## src/lfsm_pkg.sv

```systemverilog
package lfsm_pkg;

    localparam int LINE_MAX    = 32;
    localparam int PATTERN_MAX = 16;
    localparam int LINE_AW     = $clog2(LINE_MAX);
    localparam int VALID_W     = $clog2(PATTERN_MAX + 1);
    localparam int PIDX_W      = (PATTERN_MAX > 1) ? $clog2(PATTERN_MAX) : 1;
    localparam int CFG_W       = 64;
    localparam int CFG_IDX_W   = 2;
    localparam int LEN_W       = 5;

    typedef logic [7:0] t_byte;

    localparam t_byte BYTE_LF = 8'd10;
    localparam t_byte BYTE_CR = 8'd13;

    typedef enum logic [CFG_IDX_W-1:0] {
        CFG_PATTERN_LOW  = 2'd0,
        CFG_PATTERN_HIGH = 2'd1,
        CFG_PATTERN_LEN  = 2'd2,
        CFG_FRAME_CR     = 2'd3
    } t_cfg_idx;

    typedef enum logic [2:0] {
        ST_IDLE,
        ST_PRE_CR,
        ST_FETCH,
        ST_LOAD,
        ST_LF,
        ST_POST_CR
    } t_state;

    typedef enum logic [1:0] {
        SEL_CR,
        SEL_LF,
        SEL_STORE
    } t_sel;

    typedef struct packed {
        logic in_ready;
        logic take;
        logic clear;
        logic load;
        t_sel sel;
        logic last;
        logic step;
    } t_cmd;

    typedef struct packed {
        logic in_is_lf;
        logic matched;
        logic frame;
        logic body_done;
        logic body_last;
        logic out_free;
    } t_status;

endpackage

```

## src/lfsm_in_if.sv

```systemverilog
interface lfsm_in_if;
    import lfsm_pkg::*;

    logic  valid;
    logic  ready;
    t_byte data_byte;

    modport source (output valid, output data_byte, input ready);
    modport sink   (input valid, input data_byte, output ready);
endinterface

```

## src/lfsm_out_if.sv

```systemverilog
interface lfsm_out_if;
    import lfsm_pkg::*;

    logic  valid;
    logic  ready;
    t_byte out_byte;
    logic  last_of_line;

    modport source (output valid, output out_byte, output last_of_line, input ready);
    modport sink   (input valid, input out_byte, input last_of_line, output ready);
endinterface

```

## src/lfsm_ctrl.sv

```systemverilog
module lfsm_ctrl (
    input  logic              i_clk,
    input  logic              i_rst_n,
    input  logic              i_in_valid,
    input  lfsm_pkg::t_status i_status,
    output lfsm_pkg::t_cmd    o_cmd
);
    import lfsm_pkg::*;

    t_state r_state;
    t_state n_state;

    always_ff @(posedge i_clk) begin
        if (!i_rst_n) begin
            r_state <= ST_IDLE;
        end else begin
            r_state <= n_state;
        end
    end

    always_comb begin
        n_state = r_state;
        case (r_state)
            ST_IDLE: begin
                if (i_in_valid && i_status.in_is_lf && i_status.matched) begin
                    if (i_status.frame) begin
                        n_state = ST_PRE_CR;
                    end else if (i_status.body_done) begin
                        n_state = ST_LF;
                    end else begin
                        n_state = ST_FETCH;
                    end
                end
            end
            ST_PRE_CR: begin
                if (i_status.out_free) begin
                    n_state = i_status.body_done ? ST_LF : ST_FETCH;
                end
            end
            ST_FETCH: begin
                n_state = ST_LOAD;
            end
            ST_LOAD: begin
                if (i_status.out_free) begin
                    n_state = i_status.body_last ? ST_LF : ST_FETCH;
                end
            end
            ST_LF: begin
                if (i_status.out_free) begin
                    n_state = i_status.frame ? ST_POST_CR : ST_IDLE;
                end
            end
            ST_POST_CR: begin
                if (i_status.out_free) begin
                    n_state = ST_IDLE;
                end
            end
            default: begin
                n_state = ST_IDLE;
            end
        endcase
    end

    always_comb begin
        o_cmd = '{in_ready: 1'b0, take: 1'b0, clear: 1'b0, load: 1'b0,
                  sel: SEL_CR, last: 1'b0, step: 1'b0};
        case (r_state)
            ST_IDLE: begin
                o_cmd.in_ready = 1'b1;
                if (i_in_valid) begin
                    o_cmd.take  = !i_status.in_is_lf;
                    o_cmd.clear = i_status.in_is_lf && !i_status.matched;
                end
            end
            ST_PRE_CR: begin
                o_cmd.load = i_status.out_free;
                o_cmd.sel  = SEL_CR;
            end
            ST_LOAD: begin
                o_cmd.load = i_status.out_free;
                o_cmd.sel  = SEL_STORE;
                o_cmd.step = i_status.out_free;
            end
            ST_LF: begin
                o_cmd.load  = i_status.out_free;
                o_cmd.sel   = SEL_LF;
                o_cmd.last  = !i_status.frame;
                o_cmd.clear = i_status.out_free && !i_status.frame;
            end
            ST_POST_CR: begin
                o_cmd.load  = i_status.out_free;
                o_cmd.sel   = SEL_CR;
                o_cmd.last  = 1'b1;
                o_cmd.clear = i_status.out_free;
            end
            default: begin
                o_cmd.in_ready = 1'b0;
            end
        endcase
    end

endmodule

```

## src/lfsm_dp.sv

```systemverilog
module lfsm_dp (
    input  logic                            i_clk,
    input  logic                            i_rst_n,
    input  lfsm_pkg::t_byte                 i_data_byte,
    input  logic                            i_cfg_we,
    input  logic [lfsm_pkg::CFG_IDX_W-1:0]  i_cfg_index,
    input  logic [lfsm_pkg::CFG_W-1:0]      i_cfg_data,
    input  lfsm_pkg::t_cmd                  i_cmd,
    output lfsm_pkg::t_status               o_status,
    input  logic                            i_out_ready,
    output logic                            o_out_valid,
    output lfsm_pkg::t_byte                 o_out_byte,
    output logic                            o_out_last
);
    import lfsm_pkg::*;

    logic [CFG_W-1:0]   r_pat_low;
    logic [CFG_W-1:0]   r_pat_high;
    logic [LEN_W-1:0]   r_pat_len;
    logic               r_frame;

    t_byte              r_mem [LINE_MAX];
    t_byte              r_rd;
    logic [LINE_AW-1:0] r_fill;
    logic [LINE_AW-1:0] r_k;
    t_byte              r_win [PATTERN_MAX];
    t_byte              n_win [PATTERN_MAX];
    logic [VALID_W-1:0] r_valid;
    logic [VALID_W-1:0] n_valid;
    logic               r_matched;

    logic               r_out_valid;
    t_byte              r_out_byte;
    logic               r_out_last;

    t_byte              pat [PATTERN_MAX];
    logic [VALID_W-1:0] act_len;
    logic [VALID_W-1:0] pidx;
    logic               hit;

    always_ff @(posedge i_clk) begin
        if (!i_rst_n) begin
            r_pat_low  <= '0;
            r_pat_high <= '0;
            r_pat_len  <= LEN_W'(1);
            r_frame    <= 1'b0;
        end else if (i_cfg_we) begin
            case (t_cfg_idx'(i_cfg_index))
                CFG_PATTERN_LOW:  r_pat_low  <= i_cfg_data;
                CFG_PATTERN_HIGH: r_pat_high <= i_cfg_data;
                CFG_PATTERN_LEN:  r_pat_len  <= i_cfg_data[LEN_W-1:0];
                CFG_FRAME_CR:     r_frame    <= i_cfg_data[0];
                default:          r_frame    <= r_frame;
            endcase
        end
    end

    always_comb begin
        for (int k = 0; k < PATTERN_MAX; k++) begin
            if (k < 8) begin
                pat[k] = r_pat_low[8*(k%8) +: 8];
            end else begin
                pat[k] = r_pat_high[8*(k%8) +: 8];
            end
        end
        if (r_pat_len == '0) begin
            act_len = VALID_W'(1);
        end else if (r_pat_len > LEN_W'(PATTERN_MAX)) begin
            act_len = VALID_W'(PATTERN_MAX);
        end else begin
            act_len = VALID_W'(r_pat_len);
        end
    end

    // window shift and substring check on the updated window
    always_comb begin
        n_win[0] = i_data_byte;
        for (int j = 1; j < PATTERN_MAX; j++) begin
            n_win[j] = r_win[j-1];
        end
        n_valid = (r_valid == VALID_W'(PATTERN_MAX)) ? r_valid : r_valid + 1'b1;
        hit     = (n_valid >= act_len);
        pidx    = '0;
        for (int j = 0; j < PATTERN_MAX; j++) begin
            if (VALID_W'(j) < act_len) begin
                pidx = act_len - VALID_W'(1) - VALID_W'(j);
                if (n_win[j] != pat[pidx[PIDX_W-1:0]]) begin
                    hit = 1'b0;
                end
            end
        end
    end

    always_ff @(posedge i_clk) begin
        if (i_cmd.take) begin
            for (int j = 0; j < PATTERN_MAX; j++) begin
                r_win[j] <= n_win[j];
            end
        end
    end

    always_ff @(posedge i_clk) begin
        if (i_cmd.take && (r_fill < LINE_AW'(LINE_MAX - 1))) begin
            r_mem[r_fill] <= i_data_byte;
        end
        r_rd <= r_mem[r_k];
    end

    always_ff @(posedge i_clk) begin
        if (!i_rst_n || i_cmd.clear) begin
            r_fill    <= '0;
            r_k       <= '0;
            r_valid   <= '0;
            r_matched <= 1'b0;
        end else begin
            if (i_cmd.take) begin
                if (r_fill < LINE_AW'(LINE_MAX - 1)) begin
                    r_fill <= r_fill + 1'b1;
                end
                r_valid   <= n_valid;
                r_matched <= r_matched | hit;
            end
            if (i_cmd.step) begin
                r_k <= r_k + 1'b1;
            end
        end
    end

    always_ff @(posedge i_clk) begin
        if (!i_rst_n) begin
            r_out_valid <= 1'b0;
        end else if (i_cmd.load) begin
            r_out_valid <= 1'b1;
        end else if (i_out_ready) begin
            r_out_valid <= 1'b0;
        end
    end

    always_ff @(posedge i_clk) begin
        if (i_cmd.load) begin
            r_out_last <= i_cmd.last;
            case (i_cmd.sel)
                SEL_CR:    r_out_byte <= BYTE_CR;
                SEL_LF:    r_out_byte <= BYTE_LF;
                SEL_STORE: r_out_byte <= r_rd;
                default:   r_out_byte <= r_rd;
            endcase
        end
    end

    always_comb begin
        o_status.in_is_lf  = (i_data_byte == BYTE_LF);
        o_status.matched   = r_matched;
        o_status.frame     = r_frame;
        o_status.body_done = (r_k == r_fill);
        o_status.body_last = (LINE_AW'(r_k + 1'b1) == r_fill);
        o_status.out_free  = !r_out_valid || i_out_ready;
    end

    assign o_out_valid = r_out_valid;
    assign o_out_byte  = r_out_byte;
    assign o_out_last  = r_out_last;

endmodule

```

## src/line_filter_substring_match_top.sv

```systemverilog
// Channel   Dir   Handshake          Payload
// i_in_ch   in    valid / ready      data_byte[7:0]
// o_out_ch  out   valid / ready      out_byte[7:0], last_of_line
// i_cfg     in    i_cfg_we (no wait) i_cfg_index[1:0], i_cfg_data[63:0]
//
// A text byte or a non-matching line feed is taken while idle; input stays ready.
// A matching line holds input off while it is emitted: each stored byte passes
// FETCH then LOAD (line store read is registered); LF and CR load directly.
// Synchronous active-low reset clears config, line state and output valid.
// Output is a single register; a stalled output holds the emitter in place.
module line_filter_substring_match_top (
    input  logic                            i_clk,
    input  logic                            i_rst_n,
    lfsm_in_if.sink                         i_in_ch,
    lfsm_out_if.source                      o_out_ch,
    input  logic                            i_cfg_we,
    input  logic [lfsm_pkg::CFG_IDX_W-1:0]  i_cfg_index,
    input  logic [lfsm_pkg::CFG_W-1:0]      i_cfg_data
);
    import lfsm_pkg::*;

    t_cmd    cmd;
    t_status status;

    assign i_in_ch.ready = cmd.in_ready;

    lfsm_ctrl u_ctrl (
        .i_clk      (i_clk),
        .i_rst_n    (i_rst_n),
        .i_in_valid (i_in_ch.valid),
        .i_status   (status),
        .o_cmd      (cmd)
    );

    lfsm_dp u_dp (
        .i_clk       (i_clk),
        .i_rst_n     (i_rst_n),
        .i_data_byte (i_in_ch.data_byte),
        .i_cfg_we    (i_cfg_we),
        .i_cfg_index (i_cfg_index),
        .i_cfg_data  (i_cfg_data),
        .i_cmd       (cmd),
        .o_status    (status),
        .i_out_ready (o_out_ch.ready),
        .o_out_valid (o_out_ch.valid),
        .o_out_byte  (o_out_ch.out_byte),
        .o_out_last  (o_out_ch.last_of_line)
    );

endmodule

```

## src/flat_wrapper.sv

```systemverilog
// flat-port wrapper written by rule: the top's interface ports become plain ports
module line_filter_substring_match_top_flat import lfsm_pkg::*;
  (i_clk, i_rst_n, i_cfg_we, i_cfg_index, i_cfg_data, i_in_ch_valid, i_in_ch_data_byte, i_in_ch_ready, o_out_ch_valid, o_out_ch_out_byte, o_out_ch_last_of_line, o_out_ch_ready);
  lfsm_in_if i_in_ch_i ();
  lfsm_out_if o_out_ch_i ();
  input  logic i_clk;
  input  logic i_rst_n;
  input  logic i_cfg_we;
  input  logic [lfsm_pkg::CFG_IDX_W-1:0] i_cfg_index;
  input  logic [lfsm_pkg::CFG_W-1:0] i_cfg_data;
  input wire logic [$bits(i_in_ch_i.valid)-1:0] i_in_ch_valid;
  input wire logic [$bits(i_in_ch_i.data_byte)-1:0] i_in_ch_data_byte;
  output wire logic [$bits(i_in_ch_i.ready)-1:0] i_in_ch_ready;
  output wire logic [$bits(o_out_ch_i.valid)-1:0] o_out_ch_valid;
  output wire logic [$bits(o_out_ch_i.out_byte)-1:0] o_out_ch_out_byte;
  output wire logic [$bits(o_out_ch_i.last_of_line)-1:0] o_out_ch_last_of_line;
  input wire logic [$bits(o_out_ch_i.ready)-1:0] o_out_ch_ready;
  assign i_in_ch_i.valid = i_in_ch_valid;
  assign i_in_ch_i.data_byte = i_in_ch_data_byte;
  assign i_in_ch_ready = i_in_ch_i.ready;
  assign o_out_ch_valid = o_out_ch_i.valid;
  assign o_out_ch_out_byte = o_out_ch_i.out_byte;
  assign o_out_ch_last_of_line = o_out_ch_i.last_of_line;
  assign o_out_ch_i.ready = o_out_ch_ready;
  line_filter_substring_match_top u_core (.i_clk(i_clk), .i_rst_n(i_rst_n), .i_in_ch(i_in_ch_i), .o_out_ch(o_out_ch_i), .i_cfg_we(i_cfg_we), .i_cfg_index(i_cfg_index), .i_cfg_data(i_cfg_data));
endmodule
```

## config.mk

```make
export PLATFORM = sky130hd
export DESIGN_NAME = line_filter_substring_match_top_flat
export DESIGN_NICKNAME = d
export VERILOG_FILES = /design/src/lfsm_pkg.sv /design/src/lfsm_in_if.sv /design/src/lfsm_out_if.sv /design/src/lfsm_ctrl.sv /design/src/lfsm_dp.sv /design/src/line_filter_substring_match_top.sv /design/src/flat_wrapper.sv
export SDC_FILE = /design/constraint.sdc
export NUM_CORES = 1
export LEC_CHECK = 0
export ABC_AREA = 1
export BUFFER_PORTS_ARGS = -buffer_cell sky130_fd_sc_hd__clkbuf_2
export CAP_MARGIN = 20
export CELL_PAD_IN_SITES_DETAIL_PLACEMENT = 1
export CELL_PAD_IN_SITES_GLOBAL_PLACEMENT = 1
export CORE_ASPECT_RATIO = 0.9
export CORE_MARGIN = 2
export CORE_UTILIZATION = 53
export CTS_BUF_LIST = sky130_fd_sc_hd__clkbuf_8
export CTS_CLUSTER_SIZE = 24
export DETAILED_ROUTE_END_ITERATION = 10
export PLACE_DENSITY = 0.95
export SETUP_SLACK_MARGIN = 0.2
export SYNTH_ARGS = -nofsm -noshare
export SYNTH_HDL_FRONTEND = slang
export SYNTH_SLANG_ARGS = --single-unit
```

## constraint.sdc

```tcl
create_clock -name i_clk -period 27.6 [get_ports i_clk]
set_clock_uncertainty 0.2 [all_clocks]
set_input_delay 1.38 -clock i_clk [delete_from_list [all_inputs] [get_ports i_clk]]
set_output_delay 1.38 -clock i_clk [all_outputs]
set_load 0.02 [all_outputs]
```

Word-level counts from Yosys, hierarchy flattened
Memory sizes are Yosys's and may differ from the RTL's. A register that Yosys moved wholly into a read port is not among the register bits.
Index checks and enable logic that the tools add are counted.
{ "op_classes": {"n_addsub": 19, "n_lt_le_gt_ge": 35, "eq_ne": 34, "n_mux": 107, "bitwise_logic": 17, "reduce_logical": 24} }
{ "op_table": {"columns": ["operator", "count"], "rows": [
  ["8-bit binary-select mux with 4-bit select", 16],
  ["8-bit 2-to-1 mux", 32],
  ["8-bit != test", 16],
  ["5-bit greater-or-equal comparator (second input constant)", 16],
  ["4-bit NOT with 5-bit output", 16],
  ["1-bit 2-to-1 mux", 41],
  ["4-bit by 5-bit < comparator with 1-bit output (first input constant)", 8],
  ["4-bit subtractor (second input constant)", 8],
  ["3-bit 2-to-1 mux", 9],
  ["3-bit by 5-bit < comparator with 1-bit output (first input constant)", 4],
  ["3-bit one-hot mux with 6 select lines", 1],
  ["8-bit one-hot mux with 2 select lines", 1],
  ["4-bit by 3-bit subtractor with 4-bit output (second input constant)", 4],
  ["5-bit by 1-bit adder with 5-bit output (second input constant)", 3],
  ["5-bit 2-to-1 mux", 3],
  ["5-bit == test", 2],
  ["1-bit by 5-bit < comparator with 1-bit output (first input constant)", 2],
  ["2-bit by 5-bit < comparator with 1-bit output (first input constant)", 2],
  ["2-bit != test (second input constant)", 5],
  ["2-bit AND reduction", 5],
  ["3-bit one-hot mux with 3 select lines", 1],
  ["8-bit by 4-bit == test with 1-bit output (second input constant)", 1],
  ["4-bit by 1-bit subtractor with 4-bit output (second input constant)", 2],
  ["4-bit by 2-bit subtractor with 4-bit output (second input constant)", 2],
  ["other kinds (22)", 36]
]} }
{ "word_totals": {"ff_bits": 163, "ram_bits": 384, "input_bits": 79, "out_inout_bits": 11, "word_cells": 250, "n_memories": 2} }
{ "mem_list": {"columns": ["memory", "words", "word_bits", "read_ports", "rd_ports_with_merged_regs", "wr", "line", "rtl"], "rows": [
  ["u_core.u_dp.r_mem", 32, 8, 1, 1, 1, "lfsm_dp.sv:22", "t_byte r_mem [LINE_MAX];"],
  ["u_core.u_dp.r_win", 16, 8, 15, 0, 16, "lfsm_dp.sv:26", "t_byte r_win [PATTERN_MAX];"]
]} }

Longest topological paths before layout
{ "depth": {"depth_word": 42, "mapped_depth": 32, "depth_no_buf": 28} }

Cells and area by module
A second synthesis with hierarchy kept.
{ "hier_totals": {"hier_cells": 3797, "hier_area_um2": 29808.6} }
{ "by_module_without_submodules": {"columns": ["module", "instances", "cells_each", "area_each_um2", "seq_area_each_um2"], "rows": [
  ["lfsm_dp", 1, 3741, 29504.5, 14744.1],
  ["lfsm_ctrl", 1, 56, 304.0, 60.1]
]} }

Worst setup path before layout
Ideal clock, no wire load.
{ "synth_timing": {"kind": "in2reg", "from": "input port i_in_ch_data_byte[1]", "to": "memory u_core.u_dp.r_mem[7][0] (netlist name), enable pin", "setup_time_ns": 0.383, "arrival_ns": 9.513, "required_time_ns": 27.017, "slack_ns": 17.503, "stages": 11, "n_path_buf": 0, "cell_sequence": "inv_1 > nor4_1 > nand2_1 > inv_1 > nor3_2 > clkinv_1 > a21oi_2 > nand2_2 > nor2_1 > inv_1 > nor3_1"} }
{ "synth_lines": {"columns": ["item", "line", "rtl"], "rows": [
  ["start: declaration", "flat_wrapper.sv:12", "input wire logic [$bits(i_in_ch_i.data_byte)-1:0] i_in_ch_data_byte;"],
  ["end: declaration", "lfsm_dp.sv:22", null]
]} }

Final worst setup path
{ "layout_timing": {"from": "register u_core.u_dp.r_pat_len[2]", "to": "register u_core.u_dp.r_matched"} }
{ "layout_via": {"elab_chain_len": 42} }
{ "layout_rtl": {"columns": ["item", "line", "rtl"], "rows": [
  ["start: declaration", "lfsm_dp.sv:19", "logic [LEN_W-1:0] r_pat_len;"],
  ["start signal: assignment", "lfsm_dp.sv:51", "CFG_PATTERN_LEN: r_pat_len <= i_cfg_data[LEN_W-1:0];"],
  ["5-bit > comparator", "lfsm_dp.sv:68", "end else if (r_pat_len > LEN_W'(PATTERN_MAX)) begin"],
  ["5-bit 2-to-1 mux", "lfsm_dp.sv:68", null],
  ["5-bit 2-to-1 mux *", "lfsm_dp.sv:66", "if (r_pat_len == '0) begin"],
  ["branches (longest 37 deep; another with 4-bit by 1-bit subtractor with 4-bit output)", null, null],
  ["1-bit 2-to-1 mux *", "lfsm_dp.sv:85", "if (VALID_W'(j) < act_len) begin"],
  ["1-bit OR *", "lfsm_dp.sv:121", "r_matched <= r_matched | hit;"],
  ["end signal: assignment", "lfsm_dp.sv:121", null],
  ["end: declaration", "lfsm_dp.sv:30", "logic r_matched;"]
]} }
Every way passes the cells marked *. The select of a mux whose other input is x is not followed.
A chain may end at the register's enable or synchronous reset.

==> impl_metrics.py <==
metrics = {
    "clock_tree": {
        "clk_pin_slew_ns": 0.06,
        "clk_path_buf_depth": 3,
        "clock_latency_ns": 0.74,
        "post_cts_buffers": 0,
        "cts.htree.levels": 3,
        "clockRootBuffer": "clkbuf_8",
        "cts_tree": "done",
        "ctsResizeCount": 0,
        "cts_sinks": 547,
        "cts_buffers": 91,
        "hold_buffers": 0,
    },
    "timing": {
        "rsz0062_at_grt": "no",
        "setup_viol": 0,
        "period_needed_ns": 6.04,
        "timing.final.crit_share": 0.219,
        "hold_violations": 0,
        "tightest_slew_ns": 1.18,
        "slew_headroom": 0.213,
        "finalSetupTns_ns": 0,
        "fin_ws_ns": 21.56,
        "timing.fmax_mhz": 166,
        "finalMaxSlewViolations": 0,
    },
    "logic_synthesis": {
        "syn_area_um2": 30100,
        "yosys_most_used_dff": "edfxtp_1",
        "yosysWarnings": 0,
        "synth_cell_types": 44,
        "synth_nets": 4013,
        "synth_seq_cells": 547,
        "syn_inst": 3914,
        "synth_edf_count": 385,
        "ys_seq_area_frac": 0.491,
        "syn_avg_cell_area_um2": 7.70,
        "synthArstFlopShare": 0,
    },
    "routing": {
        "num_vias": 31054,
        "drt-pass1-iter-count": 6,
        "finalWirelength_um": 128000,
        "drc_errors": 0,
        "via_per_inst": 6.55,
        "detail_route.iter0.violations": 4474,
        "antenna_left": 0,
        "wire_per_inst_um": 27.0,
    },
    "layout": {
        "final_cell_mix": "1,223 x nand2_1, 677 x nand3_1, 385 x edfxtp_1",
        "layout.cells.most_common": "nand2_1",
        "drive_above_1_share": 0.0715,
        "area_delta_synth_final_pct": 8.25,
        "seq_area_um2": 14800,
        "n_fill_cell": 6948,
        "nets": 4014,
        "multi_input_area_um2": 13400,
    },
    "setup_path": {
        "required_ns": 28.06,
        "crit_path_end_kind": "flop",
        "cp_slowest_cell": "nand2_1",
        "slowest_delay_ns": 0.81,
        "start_kind": "flop",
        "r2r_slack_ns": 21.56,
        "worst_path_most_repeated_cell": "nand2_1",
        "worstPathArrival_ns": 6.50,
        "worstPathMaxFanout": 44,
        "worstSetupPathType": "reg2reg",
    },
    "die": {
        "core_area_um2": 55900,
        "die_w_um": 255,
        "die_h_um": 230,
        "pin_count": 90,
        "dieArea_um2": 58800,
        "initial_core_util": 0.539,
        "rows": 82,
    },
    "place": {
        "dp_hpwl_um": 87900,
        "gp_congestion": 1.08,
        "pre_cts_slack_ns": 21.43,
        "portBuffers": 89,
    },
    "grt": {
        "antenna_found_initial": 4,
        "grt.overflow.total": 0,
        "grt_start_max_net_pins": 116,
        "grt_pass1_vias": 31066,
        "grt_pass1_wl_um": 190000,
        "grt_use_total": 0.436,
    },
    "outcome": {
        "status": "complete, no violations",
    },
    "pwr": {
        "power_leakage_nw": 13.8,
        "peakVddDrop_mv": 0.0392,
        "p_per_area_nw_per_um2": 66.1,
    },
    "run": {
        "maxCapViolCount": 0,
    },
    "min_path": {
        "hp-class": "reg2reg",
    },
}
==> per-stage QoR <==
stage | hold WS (ns) | area [µm²] | utilization | power (W) | cells
finish | 0.251 | 32600 | 0.583 | 0.00216 | 4744
global route | 0.293 | 32600 | 0.583 | 0.00222 | 4744
CTS | 0.271 | 32600 | 0.583 | 0.00212 | 4743
detailed placement | 0.262 | 30900 | 0.552 | 0.00141 | 4578
global placement | 0.252 | 30900 | 0.552 | 0.00139 | 4578
floorplan | 0.237 | 30100 | - | 0.00125 | 3914
==> area by class of cell <==
cell class              count  share of cell area
inverters                 274              0.0318
flip-flops and latches    547               0.454
multi-input cells        2878               0.410
well taps                 756              0.0290
repair buffers            123              0.0216
diodes                      1           0.0000767
clock inverters            64              0.0106
clock buffers             101              0.0426
==> report_power, final <==
group / switching, W / leakage [nW] / internal, W
clock: 0.000367 / 1.01 / 0.000356
sequential: 0.0000251 / 4.89 / 0.000905
combinational: 0.000375 / 7.92 / 0.000127
total: 0.000767 / 13.8 / 0.00139
==> state kept, by name, indices dropped and copies added, names as in the netlist <==
| register | flops |
|---|---|
| u_core.u_ctrl.r_state | 3 |
| u_core.u_dp.o_out_byte | 8 |
| u_core.u_dp.o_out_last | 1 |
| u_core.u_dp.o_out_valid | 1 |
| u_core.u_dp.r_fill | 5 |
| u_core.u_dp.r_frame | 1 |
| u_core.u_dp.r_k | 5 |
| u_core.u_dp.r_matched | 1 |
| u_core.u_dp.r_mem | 256 |
| u_core.u_dp.r_pat_high | 64 |
| u_core.u_dp.r_pat_len | 5 |
| u_core.u_dp.r_pat_low | 64 |
| u_core.u_dp.r_rd | 8 |
| u_core.u_dp.r_valid | 5 |
| u_core.u_dp.r_win | 120 |
==> kinds of logic after synthesis <==
kind of cell | synth area share
DFF | 0.491
xor gates and xnor gates | 0.00814
and+or+nand+nor | 0.322
AOI/OAI and AO/OA | 0.104
adders and majority gates | 0.00831
buffers and inverters | 0.0666
==> synthesized netlist by cell type, drive strengths merged (20+ instances only) <==
cell | instances | share of area
buf | 96 | 0.017
clkbuf | 119 | 0.015
a21oi | 158 | 0.027
inv | 267 | 0.033
nand3 | 679 | 0.11
nor2 | 273 | 0.034
dfxtp | 162 | 0.11
edfxtp | 385 | 0.38
nand2 | 1240 | 0.16
nand3b | 53 | 0.013
o221ai | 49 | 0.014
o21ai | 311 | 0.052
ha | 20 | 0.0083
==> final timing paths <==
path,startpoint,to,depth (start not counted)
setup / recovery,u_core.u_dp.r_pat_len[2],u_core.u_dp.r_matched,28
hold / removal,u_core.u_dp.r_win[1][4],u_core.u_dp.r_win[1][12],0
setup reg to reg,u_core.u_dp.r_pat_len[2],u_core.u_dp.r_matched,28
hold reg to reg,u_core.u_dp.r_win[1][4],u_core.u_dp.r_win[1][12],0
==> critical path: cells and delay by family, from the launching register on <==
kind | cells | cell delay, ns
DFF | 1 | 0.39
buffers and inverters | 4 | 1.40
and+or+nand+nor | 21 | 3.15
adders and majority gates | 2 | 0.65
AOI/OAI and AO/OA | 1 | 0.12
==> layer usage <==
metal | routed length [µm] | share of wire | global-route usage | vias up
met3 | 17200 | 0.13 | 0.145 | 592
met5 | 28 | 0.00022 | 0 | -
li1 | - | - | - | 13278
met4 | 8950 | 0.070 | 0.250 | 4
met1 | 46900 | 0.37 | 0.549 | 14926
met2 | 55000 | 0.43 | 0.655 | 2254
(Power assumes the default switching activity.)
